[src/design/hdf_pkg.sv]
`timescale 1ns / 1ps

package hdf_pkg;

  // Delimiter (header and tail) limits
  localparam int unsigned MAX_DELIM_LEN = 4;
  localparam int unsigned DELIM_CAP     = (MAX_DELIM_LEN < 4) ? MAX_DELIM_LEN : 4;
  localparam int unsigned MI_W          = 2;

  // Configuration register indexes (byte address = 4 * index)
  typedef enum logic [2:0] {
    REG_HDR_LEN = 3'd0,
    REG_HDR_PAT = 3'd1,
    REG_TL_LEN  = 3'd2,
    REG_TL_PAT  = 3'd3,
    REG_CMD_MIN = 3'd4,
    REG_CMD_MAX = 3'd5
  } reg_idx_e;

  // Result status codes
  typedef enum logic [2:0] {
    ST_GOOD     = 3'd0,
    ST_BAD_CMD  = 3'd1,
    ST_LEN_BIG  = 3'd2,
    ST_XOR_BAD  = 3'd3,
    ST_TAIL_BAD = 3'd4
  } status_e;

  // Controller states: frame phases, then the emission states
  typedef enum logic [3:0] {
    S_HUNT,
    S_CMD,
    S_LEN,
    S_DATA,
    S_XOR,
    S_TAIL,
    S_RD,
    S_EMIT,
    S_ERR2
  } state_e;

  // Match index operation
  typedef enum logic [1:0] {
    MI_HOLD,
    MI_CLR,
    MI_INC,
    MI_ONE
  } mi_op_e;

  // Result register source
  typedef enum logic [2:0] {
    OSEL_BADCMD_IN,
    OSEL_BADCMD_PEND,
    OSEL_LEN_BIG,
    OSEL_FRAME,
    OSEL_DATA
  } osel_e;

  // Effective configuration as seen by the datapath
  typedef struct packed {
    logic [2:0]  hdr_len;
    logic [31:0] hdr_pat;
    logic [2:0]  tl_len;
    logic [31:0] tl_pat;
    logic [7:0]  cmd_min;
    logic [7:0]  cmd_max;
  } cfg_t;

  // Controller to datapath
  typedef struct packed {
    mi_op_e  match_op;
    logic    cmd_load;
    logic    len_load;
    logic    data_wr;
    logic    pend_load;
    logic    rd_clr;
    logic    rd_inc;
    logic    out_load;
    osel_e   osel;
    status_e status;
    logic    last;
  } dp_cmd_t;

  // Datapath to controller
  typedef struct packed {
    logic hl_zero;
    logic hl_one;
    logic hdr_match;
    logic hdr0_match;
    logic hdr_done;
    logic cmd_ok;
    logic len_big;
    logic len_zero;
    logic data_done;
    logic xor_ok;
    logic tl_zero;
    logic tail_match;
    logic tail_done;
    logic frame_empty;
    logic rd_last;
    logic out_free;
  } dp_sts_t;

endpackage

[src/design/hdf_ram.sv]
`timescale 1ns / 1ps

module hdf_ram #(
  parameter int unsigned WIDTH = 8,
  parameter int unsigned DEPTH = 64,
  parameter int unsigned AW    = (DEPTH > 1) ? $clog2(DEPTH) : 1
) (
  input  logic             clk_i,
  input  logic             we_i,
  input  logic [AW-1:0]    waddr_i,
  input  logic [WIDTH-1:0] wdata_i,
  input  logic [AW-1:0]    raddr_i,
  output logic [WIDTH-1:0] rdata_o
);

  logic [WIDTH-1:0] mem_q [DEPTH];
  logic [WIDTH-1:0] rdata_q;

  // one write port, registered read port
  always_ff @(posedge clk_i) begin
    if (we_i) begin
      mem_q[waddr_i] <= wdata_i;
    end
    rdata_q <= mem_q[raddr_i];
  end

  assign rdata_o = rdata_q;

endmodule

[src/design/hdf_ctrl.sv]
`timescale 1ns / 1ps

module hdf_ctrl import hdf_pkg::*; #(
  parameter int unsigned MAX_PAYLOAD = 64
) (
  input  logic    clk_i,
  input  logic    rst_ni,
  input  logic    in_valid_i,
  input  logic    mode_i,
  input  dp_sts_t sts_i,
  output logic    in_stall_o,
  output dp_cmd_t cmd_o
);

  // a tail mismatch can be followed by a second result only if two fit
  localparam bit TWO_RES = (MAX_PAYLOAD >= 2);

  state_e state_q, state_d;
  logic   busy;
  logic   accept;
  logic   take;
  logic   good;

  // state register
  always_ff @(posedge clk_i or negedge rst_ni) begin
    if (!rst_ni) begin
      state_q <= S_HUNT;
    end else begin
      state_q <= state_d;
    end
  end

  // next state and datapath commands
  always_comb begin
    state_d = state_q;
    cmd_o   = '0;
    take    = 1'b0;
    good    = 1'b0;
    busy    = (state_q == S_RD) || (state_q == S_EMIT) || (state_q == S_ERR2);
    in_stall_o = busy || !sts_i.out_free;
    accept  = in_valid_i && !in_stall_o;

    unique case (state_q)
      S_RD: begin
        // read address presented, data registered for next cycle
        state_d = S_EMIT;
      end
      S_EMIT: begin
        if (sts_i.out_free) begin
          cmd_o.out_load = 1'b1;
          cmd_o.osel     = OSEL_DATA;
          cmd_o.status   = ST_GOOD;
          cmd_o.last     = sts_i.rd_last;
          if (sts_i.rd_last) begin
            state_d = S_HUNT;
          end else begin
            cmd_o.rd_inc = 1'b1;
            state_d      = S_RD;
          end
        end
      end
      S_ERR2: begin
        if (sts_i.out_free) begin
          cmd_o.out_load = 1'b1;
          cmd_o.osel     = OSEL_BADCMD_PEND;
          cmd_o.status   = ST_BAD_CMD;
          cmd_o.last     = 1'b1;
          state_d        = S_HUNT;
        end
      end
      default: begin
        if (accept) begin
          if (mode_i) begin
            // abort: back to the header hunt
            state_d        = S_HUNT;
            cmd_o.match_op = MI_CLR;
          end else begin
            unique case (state_q)
              S_HUNT: begin
                if (sts_i.hl_zero) begin
                  take = 1'b1;
                end else if (sts_i.hdr_match) begin
                  if (sts_i.hdr_done) begin
                    cmd_o.match_op = MI_CLR;
                    state_d        = S_CMD;
                  end else begin
                    cmd_o.match_op = MI_INC;
                  end
                end else begin
                  cmd_o.match_op = MI_CLR;
                end
              end
              S_CMD: begin
                take = 1'b1;
              end
              S_LEN: begin
                if (sts_i.len_big) begin
                  cmd_o.out_load = 1'b1;
                  cmd_o.osel     = OSEL_LEN_BIG;
                  cmd_o.status   = ST_LEN_BIG;
                  cmd_o.last     = 1'b1;
                  cmd_o.match_op = MI_CLR;
                  state_d        = S_HUNT;
                end else begin
                  cmd_o.len_load = 1'b1;
                  state_d        = sts_i.len_zero ? S_XOR : S_DATA;
                end
              end
              S_DATA: begin
                cmd_o.data_wr = 1'b1;
                if (sts_i.data_done) begin
                  state_d = S_XOR;
                end
              end
              S_XOR: begin
                if (!sts_i.xor_ok) begin
                  cmd_o.out_load = 1'b1;
                  cmd_o.osel     = OSEL_FRAME;
                  cmd_o.status   = ST_XOR_BAD;
                  cmd_o.last     = 1'b1;
                  cmd_o.match_op = MI_CLR;
                  state_d        = S_HUNT;
                end else if (sts_i.tl_zero) begin
                  good = 1'b1;
                end else begin
                  cmd_o.match_op = MI_CLR;
                  state_d        = S_TAIL;
                end
              end
              S_TAIL: begin
                if (sts_i.tail_match) begin
                  if (sts_i.tail_done) begin
                    good = 1'b1;
                  end else begin
                    cmd_o.match_op = MI_INC;
                  end
                end else begin
                  // tail error; byte then checked as header or command byte
                  cmd_o.out_load = 1'b1;
                  cmd_o.osel     = OSEL_FRAME;
                  cmd_o.status   = ST_TAIL_BAD;
                  cmd_o.last     = !(sts_i.hl_zero && !sts_i.cmd_ok && TWO_RES);
                  cmd_o.match_op = MI_CLR;
                  state_d        = S_HUNT;
                  if (sts_i.hl_zero) begin
                    if (sts_i.cmd_ok) begin
                      cmd_o.cmd_load = 1'b1;
                      state_d        = S_LEN;
                    end else if (TWO_RES) begin
                      cmd_o.pend_load = 1'b1;
                      state_d         = S_ERR2;
                    end
                  end else if (sts_i.hdr0_match) begin
                    if (sts_i.hl_one) begin
                      state_d = S_CMD;
                    end else begin
                      cmd_o.match_op = MI_ONE;
                    end
                  end
                end
              end
              default: begin
                state_d = S_HUNT;
              end
            endcase

            // command byte check
            if (take) begin
              if (sts_i.cmd_ok) begin
                cmd_o.cmd_load = 1'b1;
                state_d        = S_LEN;
              end else begin
                cmd_o.out_load = 1'b1;
                cmd_o.osel     = OSEL_BADCMD_IN;
                cmd_o.status   = ST_BAD_CMD;
                cmd_o.last     = 1'b1;
                cmd_o.match_op = MI_CLR;
                state_d        = S_HUNT;
              end
            end

            // good frame: empty result at once, else start the payload burst
            if (good) begin
              cmd_o.match_op = MI_CLR;
              if (sts_i.frame_empty) begin
                cmd_o.out_load = 1'b1;
                cmd_o.osel     = OSEL_FRAME;
                cmd_o.status   = ST_GOOD;
                cmd_o.last     = 1'b1;
                state_d        = S_HUNT;
              end else begin
                cmd_o.rd_clr = 1'b1;
                state_d      = S_RD;
              end
            end
          end
        end
      end
    endcase
  end

endmodule

[src/design/hdf_dp.sv]
`timescale 1ns / 1ps

module hdf_dp import hdf_pkg::*; #(
  parameter int unsigned MAX_PAYLOAD = 64
) (
  input  logic        clk_i,
  input  logic        rst_ni,
  input  cfg_t        cfg_i,
  input  dp_cmd_t     cmd_i,
  input  logic [7:0]  rx_byte_i,
  input  logic        out_stall_i,
  output dp_sts_t     sts_o,
  output logic        out_valid_o,
  output logic [2:0]  status_o,
  output logic [7:0]  command_o,
  output logic [6:0]  frame_length_o,
  output logic [5:0]  data_index_o,
  output logic [7:0]  data_byte_o,
  output logic        data_valid_o,
  output logic        last_o
);

  localparam int unsigned AW = (MAX_PAYLOAD > 1) ? $clog2(MAX_PAYLOAD) : 1;

  // frame state
  logic [MI_W-1:0] match_q, match_d;
  logic [7:0]      held_cmd_q;
  logic [6:0]      exp_len_q;
  logic [6:0]      rcv_cnt_q;
  logic [7:0]      xor_q;
  logic [5:0]      rd_idx_q;
  logic [7:0]      pend_cmd_q;
  logic [7:0]      ram_rdata;

  // result register
  logic            out_valid_q;
  logic [2:0]      status_q;
  logic [7:0]      command_q, command_d;
  logic [6:0]      frame_length_q, frame_length_d;
  logic [5:0]      data_index_q, data_index_d;
  logic [7:0]      data_byte_q, data_byte_d;
  logic            data_valid_q, data_valid_d;
  logic            last_q;

  logic [2:0]      hl_eff;
  logic [2:0]      tl_eff;
  logic [2:0]      match_nxt;
  logic [7:0]      hdr_byte;
  logic [7:0]      tl_byte;

  // effective delimiter lengths and current pattern bytes
  always_comb begin
    hl_eff    = (cfg_i.hdr_len > 3'(DELIM_CAP)) ? 3'(DELIM_CAP) : cfg_i.hdr_len;
    tl_eff    = (cfg_i.tl_len > 3'(DELIM_CAP)) ? 3'(DELIM_CAP) : cfg_i.tl_len;
    match_nxt = 3'({1'b0, match_q}) + 3'd1;
    hdr_byte  = cfg_i.hdr_pat[8*match_q +: 8];
    tl_byte   = cfg_i.tl_pat[8*match_q +: 8];
  end

  // status to the controller
  always_comb begin
    sts_o.hl_zero     = (hl_eff == 3'd0);
    sts_o.hl_one      = (hl_eff == 3'd1);
    sts_o.hdr_match   = (rx_byte_i == hdr_byte);
    sts_o.hdr0_match  = (rx_byte_i == cfg_i.hdr_pat[7:0]);
    sts_o.hdr_done    = (match_nxt >= hl_eff);
    sts_o.cmd_ok      = (rx_byte_i >= cfg_i.cmd_min) && (rx_byte_i <= cfg_i.cmd_max);
    sts_o.len_big     = (rx_byte_i > 8'(MAX_PAYLOAD));
    sts_o.len_zero    = (rx_byte_i == 8'd0);
    sts_o.data_done   = ((rcv_cnt_q + 7'd1) >= exp_len_q);
    sts_o.xor_ok      = (rx_byte_i == xor_q);
    sts_o.tl_zero     = (tl_eff == 3'd0);
    sts_o.tail_match  = (rx_byte_i == tl_byte);
    sts_o.tail_done   = (match_nxt >= tl_eff);
    sts_o.frame_empty = (exp_len_q == 7'd0);
    sts_o.rd_last     = ((7'({1'b0, rd_idx_q}) + 7'd1) == exp_len_q);
    sts_o.out_free    = !out_valid_q || !out_stall_i;
  end

  // match index
  always_comb begin
    unique case (cmd_i.match_op)
      MI_CLR:  match_d = '0;
      MI_INC:  match_d = match_nxt[MI_W-1:0];
      MI_ONE:  match_d = MI_W'(1);
      default: match_d = match_q;
    endcase
  end

  // frame state registers
  always_ff @(posedge clk_i or negedge rst_ni) begin
    if (!rst_ni) begin
      match_q    <= '0;
      held_cmd_q <= '0;
      exp_len_q  <= '0;
      rcv_cnt_q  <= '0;
      xor_q      <= '0;
      rd_idx_q   <= '0;
    end else begin
      match_q <= match_d;
      if (cmd_i.cmd_load) begin
        held_cmd_q <= rx_byte_i;
      end
      if (cmd_i.len_load) begin
        exp_len_q <= rx_byte_i[6:0];
        rcv_cnt_q <= '0;
        xor_q     <= '0;
      end else if (cmd_i.data_wr) begin
        rcv_cnt_q <= rcv_cnt_q + 7'd1;
        xor_q     <= xor_q ^ rx_byte_i;
      end
      if (cmd_i.rd_clr) begin
        rd_idx_q <= '0;
      end else if (cmd_i.rd_inc) begin
        rd_idx_q <= rd_idx_q + 6'd1;
      end
    end
  end

  // rejected command waiting behind a tail error
  always_ff @(posedge clk_i) begin
    if (cmd_i.pend_load) begin
      pend_cmd_q <= rx_byte_i;
    end
  end

  // payload store
  hdf_ram #(
    .WIDTH (8),
    .DEPTH (MAX_PAYLOAD),
    .AW    (AW)
  ) u_ram (
    .clk_i   (clk_i),
    .we_i    (cmd_i.data_wr),
    .waddr_i (rcv_cnt_q[AW-1:0]),
    .wdata_i (rx_byte_i),
    .raddr_i (rd_idx_q[AW-1:0]),
    .rdata_o (ram_rdata)
  );

  // result valid flag
  always_ff @(posedge clk_i or negedge rst_ni) begin
    if (!rst_ni) begin
      out_valid_q <= 1'b0;
    end else if (cmd_i.out_load) begin
      out_valid_q <= 1'b1;
    end else if (!out_stall_i) begin
      out_valid_q <= 1'b0;
    end
  end

  // result payload selection
  always_comb begin
    command_d      = held_cmd_q;
    frame_length_d = exp_len_q;
    data_index_d   = '0;
    data_byte_d    = '0;
    data_valid_d   = 1'b0;
    unique case (cmd_i.osel)
      OSEL_BADCMD_IN: begin
        command_d      = rx_byte_i;
        frame_length_d = '0;
      end
      OSEL_BADCMD_PEND: begin
        command_d      = pend_cmd_q;
        frame_length_d = '0;
      end
      OSEL_LEN_BIG: begin
        frame_length_d = rx_byte_i[7] ? 7'h7f : rx_byte_i[6:0];
      end
      OSEL_DATA: begin
        data_index_d = rd_idx_q;
        data_byte_d  = ram_rdata;
        data_valid_d = 1'b1;
      end
      default: begin
      end
    endcase
  end

  // result payload
  always_ff @(posedge clk_i) begin
    if (cmd_i.out_load) begin
      status_q       <= cmd_i.status;
      last_q         <= cmd_i.last;
      command_q      <= command_d;
      frame_length_q <= frame_length_d;
      data_index_q   <= data_index_d;
      data_byte_q    <= data_byte_d;
      data_valid_q   <= data_valid_d;
    end
  end

  assign out_valid_o    = out_valid_q;
  assign status_o       = status_q;
  assign command_o      = command_q;
  assign frame_length_o = frame_length_q;
  assign data_index_o   = data_index_q;
  assign data_byte_o    = data_byte_q;
  assign data_valid_o   = data_valid_q;
  assign last_o         = last_q;

endmodule

[src/design/header_cmd_len_xor_tail_deframer_top.sv]
// Channel   Direction  Handshake                     Payload
// in        input      in_valid_i / in_stall_o       mode_i, rx_byte_i
// out       output     out_valid_o / out_stall_i     status_o .. last_o
// cfg       APB write  psel, penable, pwrite, pready paddr, pwdata (prdata on read)
//
// A received byte or abort is taken whenever in_stall_o is low.
// A good frame of N payload bytes emits N results, each by a registered payload store
// read (S_RD) and then a result register load (S_EMIT).
// A tail error followed by a rejected command gives a second result, loaded from S_ERR2.
// Reset (rst_ni low, asynchronous) clears configuration to defaults and restarts the header hunt.
// Input stalls during a payload burst or a second error result and while a result is stalled.
`timescale 1ns / 1ps

module header_cmd_len_xor_tail_deframer_top import hdf_pkg::*; #(
  parameter int unsigned MAX_PAYLOAD = 64
) (
  input  logic        clk_i,
  input  logic        rst_ni,
  // received bytes
  input  logic        in_valid_i,
  output logic        in_stall_o,
  input  logic        mode_i,
  input  logic [7:0]  rx_byte_i,
  // results
  output logic        out_valid_o,
  input  logic        out_stall_i,
  output logic [2:0]  status_o,
  output logic [7:0]  command_o,
  output logic [6:0]  frame_length_o,
  output logic [5:0]  data_index_o,
  output logic [7:0]  data_byte_o,
  output logic        data_valid_o,
  output logic        last_o,
  // configuration
  input  logic        psel,
  input  logic        penable,
  input  logic        pwrite,
  input  logic [4:0]  paddr,
  input  logic [31:0] pwdata,
  output logic [31:0] prdata,
  output logic        pready
);

  logic [2:0]  hdr_len_q;
  logic [31:0] hdr_pat_q;
  logic [2:0]  tl_len_q;
  logic [31:0] tl_pat_q;
  logic [7:0]  cmd_min_q;
  logic [7:0]  cmd_max_q;
  logic        cfg_wr;
  reg_idx_e    reg_idx;
  cfg_t        cfg;
  dp_cmd_t     dp_cmd;
  dp_sts_t     dp_sts;

  assign pready  = 1'b1;
  assign cfg_wr  = psel && penable && pwrite;
  assign reg_idx = reg_idx_e'(paddr[4:2]);

  // configuration registers
  always_ff @(posedge clk_i or negedge rst_ni) begin
    if (!rst_ni) begin
      hdr_len_q <= '0;
      hdr_pat_q <= '0;
      tl_len_q  <= '0;
      tl_pat_q  <= '0;
      cmd_min_q <= '0;
      cmd_max_q <= 8'hff;
    end else if (cfg_wr) begin
      unique case (reg_idx)
        REG_HDR_LEN: hdr_len_q <= pwdata[2:0];
        REG_HDR_PAT: hdr_pat_q <= pwdata;
        REG_TL_LEN:  tl_len_q  <= pwdata[2:0];
        REG_TL_PAT:  tl_pat_q  <= pwdata;
        REG_CMD_MIN: cmd_min_q <= pwdata[7:0];
        REG_CMD_MAX: cmd_max_q <= pwdata[7:0];
        default: begin
        end
      endcase
    end
  end

  // register read-back
  always_comb begin
    unique case (reg_idx)
      REG_HDR_LEN: prdata = {29'd0, hdr_len_q};
      REG_HDR_PAT: prdata = hdr_pat_q;
      REG_TL_LEN:  prdata = {29'd0, tl_len_q};
      REG_TL_PAT:  prdata = tl_pat_q;
      REG_CMD_MIN: prdata = {24'd0, cmd_min_q};
      REG_CMD_MAX: prdata = {24'd0, cmd_max_q};
      default:     prdata = '0;
    endcase
  end

  always_comb begin
    cfg.hdr_len = hdr_len_q;
    cfg.hdr_pat = hdr_pat_q;
    cfg.tl_len  = tl_len_q;
    cfg.tl_pat  = tl_pat_q;
    cfg.cmd_min = cmd_min_q;
    cfg.cmd_max = cmd_max_q;
  end

  // frame sequencer
  hdf_ctrl #(
    .MAX_PAYLOAD (MAX_PAYLOAD)
  ) u_ctrl (
    .clk_i      (clk_i),
    .rst_ni     (rst_ni),
    .in_valid_i (in_valid_i),
    .mode_i     (mode_i),
    .sts_i      (dp_sts),
    .in_stall_o (in_stall_o),
    .cmd_o      (dp_cmd)
  );

  // frame state, payload store and result register
  hdf_dp #(
    .MAX_PAYLOAD (MAX_PAYLOAD)
  ) u_dp (
    .clk_i          (clk_i),
    .rst_ni         (rst_ni),
    .cfg_i          (cfg),
    .cmd_i          (dp_cmd),
    .rx_byte_i      (rx_byte_i),
    .out_stall_i    (out_stall_i),
    .sts_o          (dp_sts),
    .out_valid_o    (out_valid_o),
    .status_o       (status_o),
    .command_o      (command_o),
    .frame_length_o (frame_length_o),
    .data_index_o   (data_index_o),
    .data_byte_o    (data_byte_o),
    .data_valid_o   (data_valid_o),
    .last_o         (last_o)
  );

`ifndef SYNTHESIS
  // no byte taken while a held result is stalled
  a_no_accept_on_full: assert property (@(posedge clk_i) disable iff (!rst_ni)
    (in_valid_i && !in_stall_o) |-> !(out_valid_o && out_stall_i))
    else $error("byte taken while result register full");

  // payload bytes only in good-frame results
  a_data_good: assert property (@(posedge clk_i) disable iff (!rst_ni)
    (out_valid_o && data_valid_o) |-> (status_o == ST_GOOD))
    else $error("payload byte in an error result");

  // results without data carry zero index and byte
  a_nodata_zero: assert property (@(posedge clk_i) disable iff (!rst_ni)
    (out_valid_o && !data_valid_o) |-> (data_index_o == 6'd0 && data_byte_o == 8'd0))
    else $error("stray data in a result without payload");

  // emitted index lies inside the frame
  a_index_range: assert property (@(posedge clk_i) disable iff (!rst_ni)
    (out_valid_o && data_valid_o) |-> ({1'b0, data_index_o} < frame_length_o))
    else $error("payload index beyond frame length");
`endif

endmodule
[config.mk]
export PLATFORM = sky130hd
export DESIGN_NAME = header_cmd_len_xor_tail_deframer_top
export DESIGN_NICKNAME = d
export VERILOG_FILES = /design/src/design/hdf_pkg.sv /design/src/design/hdf_ram.sv /design/src/design/hdf_ctrl.sv /design/src/design/hdf_dp.sv /design/src/design/header_cmd_len_xor_tail_deframer_top.sv
export SDC_FILE = /design/constraint.sdc
export NUM_CORES = 1
export LEC_CHECK = 0
export ABC_AREA = 1
export BUFFER_PORTS_ARGS = -buffer_cell sky130_fd_sc_hd__buf_2
export CORE_ASPECT_RATIO = 1.2
export CORE_UTILIZATION = 51
export DETAILED_ROUTE_END_ITERATION = 10
export PLACE_DENSITY_LB_ADDON = 0.25
export RECOVER_POWER = 50
export SLEW_MARGIN = 20
export SYNTH_ARGS = -nofsm -noshare
export SYNTH_HDL_FRONTEND = slang
export SYNTH_SLANG_ARGS = --single-unit
[constraint.sdc]
create_clock -name clk_i -period 6.5 [get_ports clk_i]
set_clock_uncertainty 0.2 [all_clocks]
set_input_delay 1.3 -clock clk_i [delete_from_list [all_inputs] [get_ports clk_i]]
set_output_delay 1.3 -clock clk_i [all_outputs]
set_load 0.02 [all_outputs]
## Yosys cells after proc, flatten, opt, wreduce, memory -nomap -nowiden

Memories as Yosys holds them, arrays and structs flattened. A register that Yosys moved wholly into a read port is not among the register bits.
Index checks and enable logic that the tools add are counted.

- Bits in registers: 171
- Latch bits: 0
- Bits in writable memories: 512
- ROM bits: 0
- Output and inout bits: 69
- Word-level logic and storage cells: 211
- Memories: 1

Memories:

| name | depth | width | rd ports | clocked after Yosys merged registers in | write ports | RTL line | RTL |
|---|---|---|---|---|---|---|---|
| u_dp.u_ram.mem_q | 64 | 8 | 1 | 1 | 1 | hdf_ram.sv:16 | `logic [WIDTH-1:0] mem_q [DEPTH];` |

- Add/subtract/negate cells: 4
- $mul: 0
- Divide/modulo/power cells: 0
- Magnitude comparators: 8
- Eq/ne operators: 35
- Shift operators: 2
- Muxes and demuxes: 103
- Bitwise logic cells: 1
- Reductions and logical operators: 35

Operator list:

| kind | number |
|---|---|
| 32-bit case mux with 6 select lines | 1 |
| 8-bit two-way mux | 12 |
| 4-bit two-way mux | 16 |
| 32-bit by 6-bit indexed part select with 8-bit output | 2 |
| 8-bit case mux with 3 select lines | 2 |
| 1-bit two-way mux | 36 |
| 7-bit two-way mux | 5 |
| 8-bit equality test | 4 |
| 8-bit by 3-bit inequality test with 1-bit output (second input constant) | 4 |
| 2-bit two-way mux | 13 |
| 4-bit case mux with 6 select lines | 1 |
| 3-bit two-way mux | 6 |
| 4-bit by 3-bit equality test with 1-bit output (second input constant) | 4 |
| 8-bit case mux with 2 select lines | 1 |
| 7-bit case mux with 2 select lines | 1 |
| 3-bit logical NOT | 4 |
| 6-bit two-way mux | 2 |
| 4-bit case mux with 3 select lines | 1 |
| 2-bit AND reduction | 6 |
| 10-bit AND reduction | 1 |
| 3-bit by 1-bit equality test with 1-bit output (second input constant) | 3 |
| 3-bit by 2-bit equality test with 1-bit output (second input constant) | 3 |
| 3-bit equality test (second input constant) | 3 |
| 9-bit two-way mux | 1 |
| 36 further kinds | 56 |

## Logic depth before layout (Yosys ltp)

Gate-level depths: netlist of run 1.

- Depth in word-level cells: 17
- Depth in mapped cells: 20

## By module

Synthesis of run 1 repeated with hierarchy kept, for this count alone.

- Cells, all modules: 3,150
- Area total of the unflattened synthesis: 31,386.4 um^2

By module, submodules not included:

| module | times used | cells each | area an instance (um^2) |
|---|---|---|---|
| hdf_ram | 1 | 1,822 | 21,291.7 |
| hdf_dp | 1 | 660 | 5,293.8 |
| header_cmd_len_xor_tail_deframer_top | 1 | 490 | 3,937.5 |
| hdf_ctrl | 1 | 178 | 863.3 |

## Worst setup path after synthesis of run 1

Ideal clock, no wire load.

- Path kind: input-to-reg
- Start: input rx_byte_i[0]
- End: register u_dp.command_q[0] (netlist: u_dp.command_o[0]), enable pin
- Data arrival time: 3.744 ns
- Data required time: 5.618 ns
- Path slack: 1.874 ns
- Stages: 15
- Path buffers: 1
- Cells stage by stage: clkbuf_1 inv_1 ha_1 inv_1 a21oi_1 o21ai_0 nand2_1 nand3_1 nand2_1 nand2_1 inv_1 a21oi_1 nand2_1 nand2_1 o21ai_0

RTL lines:

| what | RTL line | RTL |
|---|---|---|
| start, declared | header_cmd_len_xor_tail_deframer_top.sv:23 | `input logic [7:0] rx_byte_i,` |
| end signal, assigned | hdf_dp.sv:186 | `command_q <= command_d;` |
| end, declared | hdf_dp.sv:38 | `logic [7:0] command_q, command_d;` |

## Worst setup path in the final report of run 1

- Start: input rx_byte_i[7]
- End: register u_dp.frame_length_q[0] (netlist: u_dp.frame_length_o[0]), data pin

- Cells in the longest elaborated chain, start to end: 13
- Elaborated cells on any way between the ends: 29
- Classes of those cells: order compare: 3; eq/ne: 4; mux: 19; reduce/logical: 3

Ends and longest elaborated chain:

| what | RTL line | RTL |
|---|---|---|
| 8-bit by 7-bit greater-than comparator with 1-bit output (tied with other cells) | hdf_dp.sv:68 | `sts_o.len_big = (rx_byte_i > 8'(MAX_PAYLOAD));` |
| 8-bit two-way mux (tied with other cells) | hdf_ctrl.sv:97 | `if (sts_i.len_big) begin` |
| 8-bit case mux with 3 select lines / 1-bit case mux with 2 select lines (equally long branches) | hdf_ctrl.sv:78 | `unique case (state_q)` |
| 8-bit two-way mux / 1-bit two-way mux (equally long branches) | hdf_ctrl.sv:169, hdf_ctrl.sv:73 |  |
| 8-bit two-way mux / 1-bit two-way mux (equally long branches) | hdf_ctrl.sv:168, hdf_ctrl.sv:72 |  |
| 8-bit two-way mux / 1-bit two-way mux (equally long branches) | hdf_ctrl.sv:185, hdf_ctrl.sv:43 |  |
| 8-bit two-way mux | hdf_ctrl.sv:183 | `if (good) begin` |
| 8-bit two-way mux | hdf_ctrl.sv:73 | `if (mode_i) begin` |
| 8-bit two-way mux | hdf_ctrl.sv:72 | `if (accept) begin` |
| 8-bit case mux with 3 select lines | hdf_ctrl.sv:43 | `unique case (state_q)` |
| 3-bit by 1-bit equality test with 1-bit output / 3-bit logical NOT (equally long branches) | hdf_dp.sv:159 | `unique case (cmd_i.osel)` |
| 2-bit OR reduction (no source line) | -- |  |
| 7-bit case mux with 2 select lines * | hdf_dp.sv:159 |  |
| named net u_dp.frame_length_d[0] | hdf_dp.sv:39 | `logic [6:0] frame_length_q, frame_length_d;` |
| end signal, assigned | hdf_dp.sv:187 | `frame_length_q <= frame_length_d;` |
| end, declared | hdf_dp.sv:39 |  |

The timed path passes the listed nets; every way through them passes the cells marked *. The select of a mux whose other input is x is not followed.
A chain may end at the register's enable or synchronous reset.

==> impl_metrics.xml, run 1 <==
<?xml version="1.0" encoding="UTF-8"?>
<metrics>
  <group name="sta">
    <metric name="min_period_over_period" unit="">0.800</metric>
    <metric name="finalMaxSlewViolations" unit="">469</metric>
    <metric name="setup_viol_count_final" unit="">0</metric>
    <metric name="tns" unit="ps">0</metric>
    <metric name="period_needed" unit="ps">5200</metric>
    <metric name="hold_violations" unit="">0</metric>
    <metric name="fmax" unit="MHz">192</metric>
    <metric name="slew-limit-headroom" unit="">-1.32</metric>
    <metric name="rsz_0062_raised_after_global_routing" unit="">false</metric>
    <metric name="timing_worst_slew_pin_value" unit="ps">3480</metric>
  </group>
  <group name="job">
    <metric name="cap_viol_max_count" unit="">9</metric>
  </group>
  <group name="cts">
    <metric name="cts_buffer_depth" unit="">3</metric>
    <metric name="clk-insertion-delay-late" unit="ps">610</metric>
    <metric name="cts.repair.resized" unit="">0</metric>
    <metric name="cts_clock_pin_slew_for_the_worst_setup_and_hold_paths" unit="ps">60</metric>
    <metric name="cts_hold_buffers" unit="">0</metric>
    <metric name="numClockSinks" unit="">691</metric>
    <metric name="htree_levels" unit="">3</metric>
    <metric name="cts-buffers-inserted" unit="">69</metric>
    <metric name="tritoncts_clock_tree" unit="">done</metric>
    <metric name="cts-root-buf" unit="">clkbuf_16</metric>
    <metric name="postCtsSetupBuffers" unit="">0</metric>
  </group>
  <group name="synthesis">
    <metric name="synth-main-ff-cell" unit="">edfxtp_1</metric>
    <metric name="synth.yosys.seq_area_share" unit="">0.668</metric>
    <metric name="synthMostInstantiatedCell" unit="">edfxtp_1</metric>
    <metric name="synth_enable_flop_cells" unit="">554</metric>
    <metric name="synth_common_cells" unit="">edfxtp_1, o21ai_0, nor2_1, nand2_1, o22ai_1</metric>
    <metric name="synth_top_area_cell" unit="">edfxtp_1</metric>
    <metric name="synthDominantCellAreaShare" unit="">0.555</metric>
    <metric name="synthDistinctLibCells" unit="">54</metric>
    <metric name="synth_async_sr_flop_share" unit="">0.187</metric>
    <metric name="syn_avg_cell_area" unit="um2">11.0</metric>
    <metric name="synth_warnings" unit="">0</metric>
    <metric name="ys_seq_elements" unit="">691</metric>
    <metric name="synth.top_cells.by_area" unit="">edfxtp_1, dfrtp_1, o21ai_0</metric>
    <metric name="synth.cell_area" unit="mm2">0.0300</metric>
    <metric name="synthesis.nets" unit="">2811</metric>
    <metric name="synthesis.instances" unit="">2726</metric>
  </group>
  <group name="floorplan">
    <metric name="die_h" unit="um">268</metric>
    <metric name="die-area" unit="mm2">0.0598</metric>
    <metric name="floorplan.core_area" unit="mm2">0.0583</metric>
    <metric name="dieWidth" unit="um">223</metric>
    <metric name="top_level_ports" unit="">122</metric>
    <metric name="fp-row-count" unit="">97</metric>
    <metric name="start_util" unit="">0.515</metric>
  </group>
  <group name="routing">
    <metric name="dr.pass1.iters" unit="">6</metric>
    <metric name="detail_route.wl_per_cell" unit="um">22.0</metric>
    <metric name="routed_wl" unit="um">79000</metric>
    <metric name="routed-via-count" unit="">21300</metric>
    <metric name="drt_iter0_drc" unit="">2135</metric>
    <metric name="detail-route-antenna-nets" unit="">0</metric>
    <metric name="routed_via_density" unit="">5.94</metric>
    <metric name="route.detailed.drc" unit="">0</metric>
  </group>
  <group name="min_path">
    <metric name="hp-class" unit="">reg2reg</metric>
    <metric name="hold_path_startpoint" unit="">hdr_pat_q[17]</metric>
  </group>
  <group name="layout">
    <metric name="finish.cell_count_without_fillers" unit="">3587</metric>
    <metric name="multi_input_comb_area" unit="mm2">0.00869</metric>
    <metric name="flip_flop_count_of_the_largest_register_all_copies_and_words_added" unit="">512</metric>
    <metric name="syn_to_final_growth" unit="%">11.2</metric>
    <metric name="registers.top_by_ff_count" unit="">u_dp.u_ram.mem_q</metric>
    <metric name="largest_registers" unit="">u_dp.u_ram.mem_q (512), hdr_pat_q (32), tl_pat_q (32)</metric>
    <metric name="area.sequential" unit="mm2">0.0200</metric>
    <metric name="finalNetCount" unit="">2871</metric>
    <metric name="fillers" unit="">4881</metric>
    <metric name="drive_gt1_frac" unit="">0.101</metric>
    <metric name="share_of_the_core_filled_with_cells_in_the_final_layout" unit="">0.572</metric>
  </group>
  <group name="pwr">
    <metric name="power_per_cell_area" unit="mW/mm2">362</metric>
    <metric name="ir_worst_vdd" unit="uV">202</metric>
    <metric name="reported_leakage_power" unit="uW">0.0122</metric>
  </group>
  <group name="placed_design">
    <metric name="placed_instance_count" unit="">3456</metric>
    <metric name="finalWeightedCongestion" unit="">0.951</metric>
    <metric name="place_hpwl" unit="um">47900</metric>
    <metric name="port-buffer-count" unit="">118</metric>
  </group>
  <group name="critical_path">
    <metric name="worst-endpoint-required" unit="ps">6750</metric>
    <metric name="worst_setup_path_endpoint" unit="">u_dp.frame_length_o[0]</metric>
    <metric name="critical_path.max_fanout" unit="">50</metric>
    <metric name="critPathArrivalTime" unit="ps">5450</metric>
    <metric name="setup.worst_path.class" unit="">in2reg</metric>
    <metric name="worstReg2RegStart" unit="">u_dp.match_q[0]</metric>
    <metric name="cp-startpoint" unit="">rx_byte_i[7]</metric>
    <metric name="critPathCaptureType" unit="">register</metric>
    <metric name="r2r_setup_slack" unit="ps">2840</metric>
    <metric name="rr_worst_depth" unit="">19</metric>
    <metric name="worst_r2r_endpoint" unit="">u_dp.command_o[5]</metric>
    <metric name="cp-start-kind" unit="">primary input</metric>
  </group>
  <group name="global_routing">
    <metric name="antenna_violations_before_repair" unit="">2</metric>
    <metric name="grt.overflow.total" unit="">0</metric>
    <metric name="grt_first_pass_wirelength" unit="um">120000</metric>
    <metric name="pin_count_of_the_biggest_net_entering_global_routing" unit="">163</metric>
    <metric name="grtUsageTotal" unit="">0.266</metric>
    <metric name="first_global_vias" unit="">20900</metric>
  </group>
  <group name="outcome">
    <metric name="status" unit="">finished, violations left</metric>
    <metric name="failed_checks" unit="">capacitance limit, slew limit</metric>
  </group>
</metrics>
## critical path, stage by stage
cell	delay, ps
clkbuf_1	540
clkbuf_1	1320
clkbuf_1	1770
o21ai_0	320
nand2_1	160
## metrics by stage
stage | area (um2) | hold WS [ps] | worst slack (ps) | total power, uW
floorplan | 30000 | 253 | 1870 | 7130
global placement | 31100 | 267 | 1790 | 8030
finish | 33300 | 287 | 1300 | 12100
CTS | 33400 | 288 | 2030 | 12100
global route | 33300 | 315 | 1060 | 12600
detailed placement | 31100 | 274 | 1690 | 8120
## worst min-delay path by stage
stage / end / cells after the start
final: hdr_pat_q[17] / 2
after global routing: hdr_pat_q[17] / 2
after CTS: hdr_pat_q[17] / 2
after detailed placement: cmd_min_q[4] / 2
after global placement: hdr_pat_q[17] / 2
after floorplan: cmd_min_q[1] / 2
## kinds of logic after synthesis
family	count (synthesis)	share of synthesized area
other cells	1	0.000125
compound gates	718	0.136
flops	691	0.668
fa+ha+maj	32	0.0134
simple gates	945	0.132
xor+xnor	29	0.00847
buf+inv	310	0.0422
## layer usage
| layer | routed length, um | GRT usage | share of wire | up-vias |
|---|---|---|---|---|
| met1 | 30800 | 0.321 | 0.39 | 10500 |
| met3 | 5220 | 0.0443 | 0.066 | 160 |
| met5 | 0 | 0 | 0 | - |
| li1 | - | - | - | 9822 |
| met2 | 39500 | 0.464 | 0.50 | 804 |
| met4 | 3410 | 0.126 | 0.043 | 0 |
## power breakdown
part	total (uW)	switching [uW]	internal, uW
sequential	5310	250	5060
combinational	2760	1940	828
clock	4000	1680	2320
## cells in the final DEF (no fill, tap or decap), types with 8 or more instances in the layout
cell	instances
nand2_2	16
nor2_1	447
xor2_1	16
dfrtp_1	118
o21ai_1	11
inv_1	141
clkinv_1	16
xnor2_1	13
nand4_1	13
nand3_1	96
clkbuf_1	39
a22oi_1	9
dfxtp_1	8
clkinv_2	12
o21ai_0	451
dfstp_2	8
edfxtp_1	554
nor3_1	16
buf_4	14
nand2_1	328
o22ai_1	145
clkbuf_16	71
o221ai_1	18
a22o_1	26
ha_1	32
o211ai_1	12
buf_2	97
a21oi_1	22
## final cells by class
type	count	share of cell area
multi-input combinational	1725	0.261
timing repair buffer	145	0.0247
inverter	154	0.0179
clock buffer	85	0.0558
clock inverter	43	0.0120
tap	742	0.0278
antenna	2	0.000150
sequential	691	0.601
(Power assumes the default switching activity.)
==> run 2: changes to the inputs <==
--- a/config.mk
+++ b/config.mk
@@ -5,7 +5,7 @@
 export SDC_FILE = /design/constraint.sdc
 export NUM_CORES = 1
 export LEC_CHECK = 0
-export ABC_AREA = 1
+export ABC_AREA = 0
 export BUFFER_PORTS_ARGS = -buffer_cell sky130_fd_sc_hd__buf_2
 export CORE_ASPECT_RATIO = 1.2
 export CORE_UTILIZATION = 51
==> constraint.sdc (replaced) <==
create_clock -name clk_i -period 4.2 [get_ports clk_i]
set_clock_uncertainty 0.2 [all_clocks]
set_input_delay 0.84 -clock clk_i [delete_from_list [all_inputs] [get_ports clk_i]]
set_output_delay 0.84 -clock clk_i [all_outputs]
set_load 0.02 [all_outputs]
==> run 2 against run 1 <==
Effect of this change: the run ends with DRC, capacitance limit, slew limit left; synthesized area down 2.4%; die area down 2.4%; first-iteration DRC count decreased by 33%; register-to-register slack got worse by 2300 ps; final area up 0.96%; final cell count shrank 25%; synthesized cell count fell by 38%; critical path depth increased by 4; flip-flop and latch count unchanged; combinational power is 26% lower; highest routed layer is now met5.
==> impl_metrics.xml, run 2 <==
<?xml version="1.0" encoding="UTF-8"?>
<metrics>
  <group name="synthesis">
    <metric name="synth_top_area_cell" unit="">edfxtp_1</metric>
    <metric name="syn_avg_cell_area" unit="um2">17.4</metric>
    <metric name="synth_async_sr_flop_share" unit="">0.187</metric>
    <metric name="synth.top_cells.by_area" unit="">edfxtp_1, mux4_2, dfrtp_1</metric>
    <metric name="ys_seq_elements" unit="">691</metric>
    <metric name="synthDominantCellAreaShare" unit="">0.569</metric>
    <metric name="synth_warnings" unit="">0</metric>
    <metric name="synthesis.instances" unit="">1685</metric>
    <metric name="synth_enable_flop_cells" unit="">554</metric>
    <metric name="synthMostInstantiatedCell" unit="">edfxtp_1</metric>
    <metric name="synth_common_cells" unit="">edfxtp_1, mux4_2, dfrtp_1, nor2_1, mux2_2</metric>
    <metric name="synth.yosys.seq_area_share" unit="">0.685</metric>
    <metric name="synthesis.nets" unit="">1770</metric>
    <metric name="synth.cell_area" unit="mm2">0.0293</metric>
    <metric name="synth-main-ff-cell" unit="">edfxtp_1</metric>
    <metric name="synthDistinctLibCells" unit="">60</metric>
  </group>
  <group name="global_routing">
    <metric name="pin_count_of_the_biggest_net_entering_global_routing" unit="">89</metric>
    <metric name="grt.overflow.total" unit="">0</metric>
    <metric name="grt_first_pass_wirelength" unit="um">105000</metric>
    <metric name="antenna_violations_before_repair" unit="">2</metric>
    <metric name="first_global_vias" unit="">16600</metric>
    <metric name="grtUsageTotal" unit="">0.246</metric>
  </group>
  <group name="cts">
    <metric name="cts.repair.resized" unit="">0</metric>
    <metric name="cts-root-buf" unit="">clkbuf_16</metric>
    <metric name="tritoncts_clock_tree" unit="">done</metric>
    <metric name="clk-insertion-delay-late" unit="ps">600</metric>
    <metric name="cts_clock_pin_slew_for_the_worst_setup_and_hold_paths" unit="ps">60</metric>
    <metric name="numClockSinks" unit="">691</metric>
    <metric name="cts_buffer_depth" unit="">3</metric>
    <metric name="postCtsSetupBuffers" unit="">0</metric>
    <metric name="cts-buffers-inserted" unit="">68</metric>
    <metric name="cts_hold_buffers" unit="">0</metric>
    <metric name="htree_levels" unit="">3</metric>
  </group>
  <group name="critical_path">
    <metric name="worst_r2r_endpoint" unit="">u_dp.match_q[1]</metric>
    <metric name="worstReg2RegStart" unit="">u_dp.match_q[0]</metric>
    <metric name="critPathCaptureType" unit="">register</metric>
    <metric name="cpMaxStageDelayCell" unit="">o21ai_1</metric>
    <metric name="cp-start-kind" unit="">primary input</metric>
    <metric name="max_stage_delay" unit="ps">700</metric>
    <metric name="critical_path.max_fanout" unit="">12</metric>
    <metric name="rr_worst_depth" unit="">9</metric>
    <metric name="critPathArrivalTime" unit="ps">3930</metric>
    <metric name="worst-endpoint-required" unit="ps">4350</metric>
    <metric name="setup.worst_path.class" unit="">in2reg</metric>
    <metric name="r2r_setup_slack" unit="ps">570</metric>
    <metric name="worstPathCellList" unit="">clkbuf_1 -&gt; xor2_1 -&gt; nor4_1 -&gt; nor4bb_1 -&gt; o21bai_1 -&gt; a211oi_1 -&gt; o21ai_1 -&gt; nor2_1 -&gt; a21o_1</metric>
  </group>
  <group name="layout">
    <metric name="flip_flop_count_of_the_largest_register_all_copies_and_words_added" unit="">512</metric>
    <metric name="fillers" unit="">4161</metric>
    <metric name="most-common-layout-cells" unit="">edfxtp_1, mux4_2, nor2_1, dfrtp_1, buf_4</metric>
    <metric name="drive_gt1_frac" unit="">0.289</metric>
    <metric name="largest_registers" unit="">u_dp.u_ram.mem_q (512), hdr_pat_q (32), tl_pat_q (32)</metric>
    <metric name="finalNetCount" unit="">1987</metric>
    <metric name="share_of_the_core_filled_with_cells_in_the_final_layout" unit="">0.598</metric>
    <metric name="final_common_cell" unit="">edfxtp_1</metric>
    <metric name="registers.top_by_ff_count" unit="">u_dp.u_ram.mem_q</metric>
    <metric name="n_antenna_cell" unit="">0</metric>
    <metric name="syn_to_final_growth" unit="%">15.1</metric>
  </group>
  <group name="routing">
    <metric name="routed_via_density" unit="">6.09</metric>
    <metric name="routed_wl" unit="um">69800</metric>
    <metric name="detail-route-antenna-nets" unit="">0</metric>
    <metric name="route.detailed.drc" unit="">3</metric>
    <metric name="drt_iter0_drc" unit="">1424</metric>
    <metric name="detail_route.wl_per_cell" unit="um">26.0</metric>
    <metric name="routed-via-count" unit="">16400</metric>
    <metric name="dr.pass1.iters" unit="">8</metric>
  </group>
  <group name="sta">
    <metric name="final.setup.worst_slack" unit="ps">418</metric>
    <metric name="period_needed" unit="ps">3780</metric>
    <metric name="timing_worst_slew_pin_value" unit="ps">2340</metric>
    <metric name="hold_violations" unit="">0</metric>
    <metric name="hold_worst_slack" unit="ps">283</metric>
    <metric name="tns" unit="ps">0</metric>
    <metric name="min_period_over_period" unit="">0.901</metric>
    <metric name="slew-limit-headroom" unit="">-0.559</metric>
    <metric name="rsz_0062_raised_after_global_routing" unit="">false</metric>
    <metric name="setup_viol_count_final" unit="">0</metric>
    <metric name="finalMaxSlewViolations" unit="">267</metric>
    <metric name="fmax" unit="MHz">264</metric>
  </group>
  <group name="placed_design">
    <metric name="place_hpwl" unit="um">46600</metric>
    <metric name="detailedPlace.worstSlack" unit="ps">73.8</metric>
    <metric name="finalWeightedCongestion" unit="">0.908</metric>
    <metric name="port-buffer-count" unit="">118</metric>
  </group>
  <group name="floorplan">
    <metric name="top_level_ports" unit="">122</metric>
    <metric name="fp-row-count" unit="">95</metric>
    <metric name="floorplan.core_area" unit="mm2">0.0563</metric>
    <metric name="die-area" unit="mm2">0.0583</metric>
    <metric name="die_h" unit="um">264</metric>
    <metric name="dieWidth" unit="um">221</metric>
    <metric name="start_util" unit="">0.519</metric>
  </group>
  <group name="outcome">
    <metric name="status" unit="">finished, violations left</metric>
    <metric name="failed_checks" unit="">DRC, capacitance limit, slew limit</metric>
  </group>
  <group name="pwr">
    <metric name="ir_worst_vdd" unit="uV">291</metric>
    <metric name="total_power" unit="uW">16500</metric>
    <metric name="power_per_cell_area" unit="mW/mm2">490</metric>
    <metric name="reported_leakage_power" unit="uW">0.0117</metric>
  </group>
  <group name="min_path">
    <metric name="timing.hold.worst_path_depth" unit="">2</metric>
    <metric name="hp-class" unit="">in2reg</metric>
    <metric name="hold_path_startpoint" unit="">pwdata[15]</metric>
    <metric name="hold-path-endpoint" unit="">tl_pat_q[15]</metric>
  </group>
  <group name="job">
    <metric name="cap_viol_max_count" unit="">5</metric>
  </group>
</metrics>
[run 2: worst max path at each step]
| stage | slack [ps] | startpoint | cells past startpoint | to |
|---|---|---|---|---|
| global route | 210 | rx_byte_i[6] | 9 | u_dp.command_o[5] |
| CTS | 540 | u_dp.match_q[0] | 9 | u_dp.match_q[1] |
| global placement | 160 | rx_byte_i[1] | 10 | u_dp.command_o[7] |
| finish | 420 | rx_byte_i[6] | 9 | u_dp.command_o[4] |
| floorplan | 80 | rx_byte_i[0] | 10 | u_dp.command_o[0] |
| detailed placement | 70 | rx_byte_i[2] | 9 | u_dp.command_o[4] |
[run 2: cell families after synthesis]
family / synth area share
compound gates: 0.0440
xor+xnor: 0.0150
fa+ha+maj: 0.0137
buf+inv: 0.0171
flops: 0.685
mux: 0.177
other cells: 0.000128
simple gates: 0.0480
[run 2: layout make-up]
cell class | instances | area (um2) | area share
Timing Repair Buffer | 247 | 1540 | 0.0458
Inverter | 29 | 109 | 0.00323
Tap cell | 727 | 910 | 0.0270
Sequential cell | 691 | 20000 | 0.595
Clock buffer | 86 | 1860 | 0.0552
Clock inverter | 40 | 465 | 0.0138
Multi-Input combinational cell | 865 | 8740 | 0.260
[run 2: worst max-delay path: cells and delay by family]
family / cells / cell delay, ps
AO/OA/AOI/OAI: 4 / 1260
XOR/XNOR: 1 / 160
buffers and inverters: 1 / 540
AND/OR/NAND/NOR: 3 / 1130
[run 2: routing by layer]
metal | global-route usage | up-vias | share of wire
li1 | - | 7110 | -
met1 | 0.323 | 8543 | 0.39
met2 | 0.422 | 592 | 0.53
met3 | 0.0336 | 108 | 0.058
met4 | 0.0850 | 2 | 0.026
met5 | 0 | - | 0.00019
[run 2: through the flow]
step	std cells	cell area, um2
4_1_cts	2685	33800
2_1_floorplan	1685	29300
5_1_grt	2685	33700
3_5_place_dp	2559	31500
6_report	2685	33700
3_3_place_gp	2559	31500
[run 2: report_power, final]
group / switching, uW / internal, uW / leakage, uW
combinational: 1130 / 910 / 0.00392
sequential: 357 / 7780 / 0.00667
clock: 2590 / 3720 / 0.00112
